<file path="src/rtl/core/gtr_pkg.sv">
// Package: shared types, constants and codes of the gyro timestamp regularizer.
package gtr_pkg;

   localparam int TimeWidth = 63;
   localparam logic [62:0] TMax = {63{1'b1}};
   localparam logic [19:0] NsPerMs = 20'd1000000;
   localparam logic [62:0] NearSlackNs = 63'd500000;
   localparam logic [62:0] MinGapTestNs = 63'd2500000;
   localparam logic [62:0] MinGapNs = 63'd2600000;
   localparam logic signed [16:0] RateLimit = 17'sd28571;
   localparam logic [9:0] PeriodReset = 10'd200;

   localparam logic [1:0] KindStart = 2'd0;
   localparam logic [1:0] KindTick = 2'd1;
   localparam logic [1:0] KindSample = 2'd2;
   localparam logic [1:0] KindUnused = 2'd3;

   typedef struct packed {
      logic [1:0] kind;
      logic [62:0] time_ns;
      logic signed [15:0] rate_x;
      logic signed [15:0] rate_y;
      logic signed [15:0] rate_z;
      logic signed [15:0] bias_x;
      logic signed [15:0] bias_y;
      logic signed [15:0] bias_z;
      logic [7:0] accuracy;
      logic bias_mode;
   } req_type;

   typedef struct packed {
      logic signed [15:0] out_x;
      logic signed [15:0] out_y;
      logic signed [15:0] out_z;
      logic [7:0] out_accuracy;
      logic [62:0] out_time_ns;
   } rsp_type;

   // controller to datapath
   typedef struct packed {
      logic load;      // capture item, compute period
      logic div_start; // begin quotient
      logic div_step;  // one quotient bit
      logic mul_step;  // one product bit
      logic finish;    // update state, form result
   } cmd_type;

   // datapath to controller
   typedef struct packed {
      logic div_done;
      logic mul_done;
      logic needs_div;
      logic emit;
      logic is_none;
   } sts_type;

endpackage

</file>
<file path="src/rtl/core/gtr_datapath.sv">
// Datapath: item registers, bit-serial divider and multiplier, state update.
module gtr_datapath (
   input logic clock,
   input logic reset,
   input logic csr_we,
   input logic [9:0] csr_wdata,
   input gtr_pkg::req_type req_item,
   input gtr_pkg::cmd_type cmd,
   output gtr_pkg::sts_type sts,
   output gtr_pkg::rsp_type rsp_item
);
   import gtr_pkg::*;

   logic [9:0] period_ms_ff;
   req_type item_ff;
   logic [62:0] p_ff, exp_ff, prev_ff, last_ff;
   logic [62:0] num_ff, rem_ff, quo_ff, mcand_ff, prod_ff;
   logic [5:0] cnt_ff;
   logic [62:0] room_ff;
   logic second_ff;
   rsp_type rsp_ff;

   logic [9:0] pm;
   logic [29:0] pns;
   logic [63:0] trial;
   logic [62:0] t;
   logic [63:0] sum64;

   assign pm = (period_ms_ff == 10'd0) ? 10'd1 : period_ms_ff;
   assign pns = 30'(pm) * 30'(NsPerMs);
   assign t = item_ff.time_ns;
   assign trial = {rem_ff, num_ff[62]} - {1'b0, p_ff};

   function automatic logic [62:0] sat_add(input logic [62:0] a, input logic [62:0] b);
      logic [63:0] s;
      s = {1'b0, a} + {1'b0, b};
      return s[63] ? TMax : s[62:0];
   endfunction

   function automatic logic signed [15:0] clamp(input logic signed [16:0] v);
      if (v > RateLimit) return RateLimit[15:0];
      if (v < -RateLimit) return 16'(-RateLimit);
      return v[15:0];
   endfunction

   // needs_div: tick at or past expected or sample behind expected
   assign sts.needs_div = (item_ff.kind == KindTick && t >= exp_ff) ||
                          (item_ff.kind == KindSample && t > exp_ff);
   assign sts.is_none = !(item_ff.kind == KindStart || item_ff.kind == KindTick ||
                          item_ff.kind == KindSample);
   // a tick runs two divisions, a sample one
   assign sts.div_done = (cnt_ff == 6'd62) && (item_ff.kind != KindTick || second_ff);
   assign sts.mul_done = (cnt_ff == 6'd62);
   assign sum64 = {1'b0, prod_ff} + {1'b0, exp_ff};

   logic [62:0] t_corr, t_fin, half, back, d_lo;
   logic emit_c;
   always_comb begin
      half = {1'b0, p_ff[62:1]};
      d_lo = exp_ff - t;
      back = (d_lo > half + NearSlackNs) ? p_ff : half;
      if (exp_ff >= t) t_corr = (exp_ff > back) ? exp_ff - back : '0;
      else t_corr = sum64[62:0];
      t_fin = t_corr;
      if (item_ff.bias_mode) begin
         if (prev_ff >= t_corr) t_fin = prev_ff;
         else if (t_corr - prev_ff <= MinGapTestNs) t_fin = sat_add(prev_ff, MinGapNs);
      end
      emit_c = (item_ff.kind == KindSample) && (t_fin != last_ff);
   end
   assign sts.emit = emit_c;

   always_ff @(posedge clock) begin
      if (reset) begin
         period_ms_ff <= PeriodReset;
         exp_ff <= '0;
         prev_ff <= '0;
         last_ff <= '0;
         cnt_ff <= '0;
         second_ff <= 1'b0;
      end else begin
         if (csr_we) period_ms_ff <= csr_wdata;
         if (cmd.load) begin
            item_ff <= req_item;
            p_ff <= {33'd0, pns};
         end
         if (cmd.div_start) begin
            // tick: (t-exp)/p then room = (TMax-exp)/p; sample: (t-exp)/p
            num_ff <= t - exp_ff;
            rem_ff <= '0;
            cnt_ff <= '0;
            second_ff <= 1'b0;
         end
         if (cmd.div_step) begin
            if (cnt_ff == 6'd62 && item_ff.kind == KindTick && !second_ff) begin
               num_ff <= TMax - exp_ff;
               rem_ff <= '0;
            end else begin
               if (!trial[63]) rem_ff <= trial[62:0];
               else rem_ff <= {rem_ff[61:0], num_ff[62]};
               num_ff <= {num_ff[61:0], ~trial[63]};
            end
            if (cnt_ff == 6'd62) begin
               cnt_ff <= '0;
               if (item_ff.kind == KindTick && !second_ff) begin
                  second_ff <= 1'b1;
                  quo_ff <= {num_ff[61:0], ~trial[63]};
               end else begin
                  second_ff <= 1'b0;
                  if (item_ff.kind == KindTick) begin
                     room_ff <= {num_ff[61:0], ~trial[63]};
                     quo_ff <= quo_ff + 63'd1;
                  end else quo_ff <= {num_ff[61:0], ~trial[63]};
                  mcand_ff <= p_ff;
                  prod_ff <= '0;
               end
            end else cnt_ff <= cnt_ff + 6'd1;
         end
         if (cmd.mul_step) begin
            // shift-add over quotient bits, lsb first
            if (quo_ff[cnt_ff[5:0]]) prod_ff <= prod_ff + mcand_ff;
            mcand_ff <= mcand_ff << 1;
            cnt_ff <= (cnt_ff == 6'd62) ? '0 : cnt_ff + 6'd1;
         end
         if (cmd.finish) begin
            case (item_ff.kind)
               KindStart: begin
                  exp_ff <= sat_add(t, p_ff);
                  prev_ff <= t;
               end
               KindTick: begin
                  if (t >= exp_ff) begin
                     if (quo_ff > room_ff) exp_ff <= TMax;
                     else exp_ff <= sum64[62:0];
                  end else exp_ff <= sat_add(t, p_ff);
               end
               KindSample: begin
                  if (item_ff.bias_mode) prev_ff <= t_fin;
                  if (emit_c) begin
                     last_ff <= t_fin;
                     rsp_ff.out_x <= clamp(17'(item_ff.rate_x) -
                        (item_ff.bias_mode ? 17'(item_ff.bias_x) : 17'sd0));
                     rsp_ff.out_y <= clamp(17'(item_ff.rate_y) -
                        (item_ff.bias_mode ? 17'(item_ff.bias_y) : 17'sd0));
                     rsp_ff.out_z <= clamp(17'(item_ff.rate_z) -
                        (item_ff.bias_mode ? 17'(item_ff.bias_z) : 17'sd0));
                     rsp_ff.out_accuracy <= item_ff.accuracy;
                     rsp_ff.out_time_ns <= t_fin;
                  end
               end
               default: begin
               end
            endcase
         end
      end
   end

   assign rsp_item = rsp_ff;
endmodule

</file>
<file path="src/rtl/core/gtr_control.sv">
// Controller: sequences load, divide, multiply and finish for one item.
module gtr_control (
   input logic clock,
   input logic reset,
   input logic req_valid,
   output logic req_ready,
   output logic rsp_valid,
   input logic rsp_ready,
   input gtr_pkg::sts_type sts,
   output gtr_pkg::cmd_type cmd
);
   import gtr_pkg::*;

   typedef enum logic [2:0] {IDLE, DECIDE, DIV, MUL, FIN, OUT} state_type;
   state_type state_ff;
   logic rsp_valid_ff;

   assign req_ready = (state_ff == IDLE);
   assign rsp_valid = rsp_valid_ff;

   always_comb begin
      cmd = '0;
      cmd.load = req_valid && req_ready;
      cmd.div_start = (state_ff == DECIDE) && sts.needs_div;
      cmd.div_step = (state_ff == DIV);
      cmd.mul_step = (state_ff == MUL);
      // finish only once the result register is free or being taken
      cmd.finish = (state_ff == FIN) && (!rsp_valid_ff || rsp_ready);
   end

   always_ff @(posedge clock) begin
      if (reset) begin
         state_ff <= IDLE;
         rsp_valid_ff <= 1'b0;
      end else begin
         if (cmd.finish) rsp_valid_ff <= sts.emit;
         else if (rsp_ready) rsp_valid_ff <= 1'b0;
         case (state_ff)
            IDLE: if (cmd.load) state_ff <= DECIDE;
            DECIDE: begin
               if (sts.is_none) state_ff <= IDLE;
               else if (sts.needs_div) state_ff <= DIV;
               else state_ff <= FIN;
            end
            DIV: if (sts.div_done && cmd.div_step) state_ff <= MUL;
            MUL: if (sts.mul_done) state_ff <= FIN;
            FIN: if (cmd.finish) state_ff <= IDLE;
            default: state_ff <= IDLE;
         endcase
      end
   end
endmodule

</file>
<file path="src/rtl/core/gyro_timestamp_regularizer.sv">
// Top level: gyro timestamp regularizer, controller plus datapath.
//
//   channel  dir  handshake          payload
//   req      in   req_valid/ready    req_item (req_type)
//   rsp      out  rsp_valid/ready    rsp_item (rsp_type)
//   csr      in   csr_we             csr_wdata, period in ms
//
// Start, a tick before expected time, or a sample at or ahead of expected:
// DECIDE then FIN, without the divider; an unused kind DECIDE then IDLE.
// A tick at or past expected time runs two 63-step restoring divisions and
// a 63-step shift-add multiply; a sample behind the grid one division plus
// the multiply. The finish step registers the result and rsp_valid. Reset
// is synchronous; item, arithmetic and result registers are not reset.
// A held result lets the next item in but stalls its finish step until taken.
module gyro_timestamp_regularizer (
   input logic clock,
   input logic reset,
   input logic req_valid,
   output logic req_ready,
   input gtr_pkg::req_type req_item,
   output logic rsp_valid,
   input logic rsp_ready,
   output gtr_pkg::rsp_type rsp_item,
   input logic csr_we,
   input logic [9:0] csr_wdata
);
   import gtr_pkg::*;

   cmd_type cmd;
   sts_type sts;

   // sequence the item
   gtr_control u_ctl (
      .clock, .reset, .req_valid, .req_ready, .rsp_valid, .rsp_ready,
      .sts, .cmd
   );

   // compute and hold state
   gtr_datapath u_dp (
      .clock, .reset, .csr_we, .csr_wdata, .req_item, .cmd, .sts, .rsp_item
   );

   // a held result never changes before it is taken
   a_hold: assert property (@(posedge clock) disable iff (reset)
      rsp_valid && !rsp_ready |=> $stable(rsp_item))
      else $error("result changed while stalled");
   // an offered result stays offered until taken
   a_keep: assert property (@(posedge clock) disable iff (reset)
      rsp_valid && !rsp_ready |=> rsp_valid)
      else $error("result withdrawn before taken");
   // commands are exclusive
   a_cmd: assert property (@(posedge clock) disable iff (reset)
      $onehot0({cmd.load, cmd.div_step, cmd.mul_step, cmd.finish}))
      else $error("overlapping commands");
endmodule
</file>
<file path="config.mk">
export PLATFORM = sky130hd
export DESIGN_NAME = gyro_timestamp_regularizer
export DESIGN_NICKNAME = d
export VERILOG_FILES = /design/src/rtl/core/gtr_pkg.sv /design/src/rtl/core/gtr_datapath.sv /design/src/rtl/core/gtr_control.sv /design/src/rtl/core/gyro_timestamp_regularizer.sv
export SDC_FILE = /design/constraint.sdc
export NUM_CORES = 2
export LEC_CHECK = 0
export BUFFER_PORTS_ARGS = -buffer_cell sky130_fd_sc_hd__buf_2
export CORE_ASPECT_RATIO = 2
export CORE_MARGIN = 1
export CORE_UTILIZATION = 65
export DETAILED_ROUTE_END_ITERATION = 16
export PLACE_DENSITY = 0.83
export RECOVER_POWER = 50
export SYNTH_ARGS = -nofsm -noshare
export SYNTH_HDL_FRONTEND = slang
export SYNTH_SLANG_ARGS = --single-unit
</file>
<file path="constraint.sdc">
create_clock -name clock -period 62.9 [get_ports clock]
set_input_delay 3.145 -clock clock [delete_from_list [all_inputs] [get_ports clock]]
set_output_delay 3.145 -clock clock [all_outputs]
set_load 0.02 [all_outputs]
</file>
==> summary.md, run 1 <==
| Metric | Value |
|---|---|
| Cell Area, Synth | `69800 µm²` |
| Flop and latch count out of synthesis | `895` |
| Initial Util | `65.7%` |
| Worst-case clock buffer depth | `3` |
| Ys Warns | `0` |
| Port-buffer cells | `305` |
| Cts bufs inserted | `84` |
| Status | `did not finish` |
| Post-synthesis average cell area | `8.83 µm²` |
| Pin count of the biggest net entering global routing | `126` |
| Clock sink count | `895` |
| Vias in the first global route | `80700` |
| Aggregate global routing overflow | `459` |
| Yosys cell types | `105` |
| Area contributors post-synth | `edfxtp_1, ha_1, dfxtp_1, xnor2_1, nand2_1` |
| Top cell type's share of synthesized area | `29.5%` |
| Tot GR Track Use | `71.5%` |
| Post-CTS Setup Bufs | `0` |
| Row count | `169` |
| Number of flops mapped to enable cells by yosys | `685` |
| Ports | `306` |
| Most frequent cells after synthesis | `nand2_1, edfxtp_1, ha_1` |
| H-tree levels | `3` |
| Primary FF master, synth | `edfxtp_1` |
| Die height | `466 µm` |
| Die span in x | `234 µm` |
| Root buf cell | `clkbuf_16` |
| Area leader, netlist | `edfxtp_1` |
| Post-synth ARST share | `0%` |
| Gpl congestion | `1.24` |
| Syn Inst Count | `7907` |
| Post-synthesis sequential area ratio | `35.5%` |
| Post-CTS sizing | `0` |
| First-pass GRT wire length | `581000 µm` |
| Halt Stage | `5_1_grt` |
| CTS Hold Bufs | `0` |
| Post-synth net total | `8723` |
| HPWL Detailed | `240000 µm` |
| Run Error | `[ERROR GRT-0116] Global routing finished with congestion. Check the congestion regions in the DRC Viewer.` |
| Count leader, synth | `nand2_1` |
[stage by stage]
step	hold WS (ps)	setup WS (ps)	std cells	area, µm²
after detailed placement	407	43780	9324	72700
after CTS	426	43470	9479	75600
after floorplan	400	41340	7907	69800
after global placement	403	43800	9324	72700
[metal layers]
layer / GRT usage, % / GRT overflow
met1: 71.2 / 11
met2: 93.2 / 241
met3: 49.1 / 18
met4: 73.1 / 183
met5: 15.4 / 6
[cells by family after synthesis]
| family | count (synthesis) | share of synthesized area (%) |
|---|---|---|
| flops | 895 | 35.5 |
| simple gates | 2405 | 16.6 |
| compound gates | 2382 | 22.4 |
| mux | 89 | 1.65 |
| xor+xnor | 546 | 6.85 |
| buf+inv | 953 | 5.28 |
| fa+ha+maj | 637 | 11.8 |
==> run 2: changes to the inputs <==
--- a/config.mk
+++ b/config.mk
@@ -6,11 +6,10 @@
 export NUM_CORES = 2
 export LEC_CHECK = 0
 export BUFFER_PORTS_ARGS = -buffer_cell sky130_fd_sc_hd__buf_2
-export CORE_ASPECT_RATIO = 2
 export CORE_MARGIN = 1
-export CORE_UTILIZATION = 65
+export CORE_UTILIZATION = 40
 export DETAILED_ROUTE_END_ITERATION = 16
-export PLACE_DENSITY = 0.83
+export PLACE_DENSITY_LB_ADDON = 0.15
 export RECOVER_POWER = 50
 export SYNTH_ARGS = -nofsm -noshare
 export SYNTH_HDL_FRONTEND = slang
==> run 2 against run 1 <==
  * The flow now finishes, with violations (capacitance limit, slew limit)
  * Area after synthesis unchanged
  * Synthesized cell count stayed put
==> summary.md, run 2 <==
| Metric | Value |
|---|---|
| Vias in the first global route | `60800` |
| Pin count of the biggest net entering global routing | `100` |
| Crit-path max FO | `71` |
| Root buf cell | `clkbuf_16` |
| HPWL Detailed | `227000 µm` |
| Clk_skew | `88.7 ps` |
| Via count | `64600` |
| 1st-pass router iterations | `8` |
| Die height | `420 µm` |
| Flop and latch count out of synthesis | `895` |
| Reg clk slew, reported paths | `70 ps` |
| DRC Markers | `0` |
| Combinational share of power | `27.4%` |
| Arr. time, crit path | `20600 ps` |
| P_leak | `30.0 nW` |
| WHS Endpoint | `u_dp.rsp_item[70]` |
| Setup TNS | `0 ps` |
| Most frequent cells after synthesis | `nand2_1, edfxtp_1, ha_1` |
| Peak supply drop | `0.0000267 V` |
| Delay-heaviest family, CP | `compound AO/OA/AOI/OAI gates` |
| CTS Hold Bufs | `0` |
| Critical R2R Launch | `u_dp.exp_ff[1]` |
| Post-CTS sizing | `0` |
| First-pass GRT wire length | `420000 µm` |
| Tot GR Track Use | `32.2%` |
| Ports | `306` |
| Cell internal pwr | `1.24 mW` |
| Row count | `152` |
| Worst hold stages | `0` |
| Reg2reg path depth | `57` |
| Pwr dens | `24.8 nW/µm²` |
| Net Sw Power | `0.667 mW` |
| Failing checks | `capacitance limit, slew limit` |
| Bufs and invs on worst path | `5` |
| Post-synth ARST share | `0%` |
| Syn Inst Count | `7907` |
| Biggest cell delay along the critical path | `940 ps` |
| Max Cap Viol | `24` |
| WL/cell | `27.9 µm` |
| H-tree levels | `3` |
| FF-to-FF End | `u_dp.rsp_item[11]` |
| Number of flops mapped to enable cells by yosys | `685` |
| Critical Path RT | `63320 ps` |
| Worst setup SP type | `flop` |
| Reg area | `24800 µm²` |
| Slew HR | `-166%` |
| Post-synthesis sequential area ratio | `35.5%` |
| Slowest-stage cell, CP | `o31ai_2` |
| Antenna Nets Post-Route | `0` |
| Die span in x | `420 µm` |
| Hold path start | `u_dp.item_ff[8]` |
| Sequential Power Share | `37.4%` |
| Layout area overhead | `10.5%` |
| Dpl cell area | `73700 µm²` |
| DRT iter0 DRCs | `6621` |
| Initial Util | `40.5%` |
| CP Launch Point | `u_dp.exp_ff[1]` |
| Top cell type's share of synthesized area | `29.5%` |
| Worst-skew pair later-pin latency | `820 ps` |
| Crit. path cell count | `57` |
| Cell Area, Synth | `69800 µm²` |
| Share of power burned in the clock network | `35.2%` |
| Port-buffer cells | `305` |
| Worst min path class | `reg -> reg` |
| Share of cells above drive strength 1 | `6.50%` |
| Drt total wl | `292000 µm` |
| Post-synth net total | `8723` |
| Worst-case clock buffer depth | `3` |
| Aggregate global routing overflow | `0` |
| Final number of setup-violating endpoints | `0` |
| Crit share post-route | `32.1%` |
| R2r setup slk | `42720 ps` |
| Most frequent cells in the layout | `nand2_1, edfxtp_1, ha_1, inv_1, a21oi_1` |
| Initial antenna violation count | `22` |
| Post-CTS Setup Bufs | `0` |
| Ys Warns | `0` |
| Final Hold Fails | `0` |
| Worst setup path category | `reg -> reg` |
| Total Power | `1.91 mW` |
| Post-synthesis average cell area | `8.83 µm²` |
| Flip-flop count of the largest register after layout | `119` |
| Core Region | `172000 µm²` |
| Yosys cell types | `105` |
| Tmin final | `20180 ps` |
| Full die area | `176000 µm²` |
| Max-slew violation count | `940` |
| Primary FF master, synth | `edfxtp_1` |
| Fillcell total | `17200` |
| Post-route cell area | `77200 µm²` |
| Commonest non-fill, non-tap cell in the layout | `nand2_1` |
| Area occupied by multi-input gates | `41500 µm²` |
| RSZ-0062 raised after global routing | `no` |
| Area contributors post-synth | `edfxtp_1, ha_1, dfxtp_1, xnor2_1, nand2_1` |
| Status | `finished, violations left` |
| Fmax | `0.0496 GHz` |
| Slew @ Worst Pin | `3990 ps` |
| Sw Ratio | `34.9%` |
| Gpl congestion | `1.02` |
| TritonCTS clock tree | `yes` |
| Area leader, netlist | `edfxtp_1` |
| Final #Nets | `8873` |
| Cts bufs inserted | `108` |
| Top cell by count, worst path | `a21oi_1` |
| Clock sink count | `895` |
| Count leader, synth | `nand2_1` |
| Vias/cell | `6.17` |
| Crit end category | `flop` |
## run 2: cell counts after synthesis
Identical to the previous run, type by type.
## run 2: cell type report
class                      instances  share of cell area (%)
antenna                            4                  0.0130
clock buffer                     151                    3.93
clock inverter                    54                   0.922
inverter                         584                    2.84
multi-input combinational       6059                    53.8
sequential                       895                    32.1
tap                             2310                    3.74
timing repair buffer             409                    2.65
## run 2: worst register-to-register path, delay by kind of cell (launching register included)
family / cells / cell delay (ps)
fa+ha+maj: 4 / 1450
simple gates: 20 / 5440
compound gates: 22 / 9010
buf+inv: 5 / 1830
xor+xnor: 4 / 530
mux: 2 / 950
flops: 1 / 520
## run 2: worst max path at each step
stage	end	slack [ps]
after floorplan	u_dp.rsp_item[0]	41340
after global placement	u_dp.rsp_item[66]	43510
after detailed placement	u_dp.rsp_item[101]	43600
after CTS	u_dp.rsp_item[9]	43480
after global routing	u_dp.rsp_item[115]	41870
final	u_dp.rsp_item[11]	42720
## run 2: power by group through the flow
| stage | Sequential [mW] | Clock (mW) | Combinational (mW) |
|---|---|---|---|
| 6_report | 0.714 | 0.673 | 0.524 |
| 5_1_grt | 0.715 | 0.704 | 0.568 |
| 4_1_cts | 0.713 | 0.684 | 0.514 |
| 3_5_place_dp | 0.725 | 0 | 0.510 |
| 3_3_place_gp | 0.725 | 0 | 0.509 |
| 2_1_floorplan | 0.706 | 0 | 0.353 |
## run 2: stage by stage
stage	utilization [%]	hold slack, ps	setup WS [ps]	instances
after detailed placement	42.7	406	43600	10300
after CTS	44.9	414	43480	10500
after floorplan	-	400	41340	7907
after global placement	42.7	401	43510	10300
final	44.7	412	42720	10500
after global routing	44.7	425	41870	10500
## run 2: cell families after synthesis
group,Yosys count,share of synthesized area (%)
muxes,89,1.65
xor gates and xnor gates,546,6.85
DFF,895,35.5
and+or+nand+nor,2405,16.6
buffers and inverters,953,5.28
AOI/OAI and AO/OA,2382,22.4
adders and majority gates,637,11.8
## run 2: layer usage
metal  track usage, %  wire (µm)  vias up
met4             15.7      16600       34
met2             49.7     128000     2983
met5                0        207        -
met1             42.8     124000    31500
met3             6.41      23400      625
li1                 -          -    29500
Note: power is estimated with default switching activity, not from simulation.
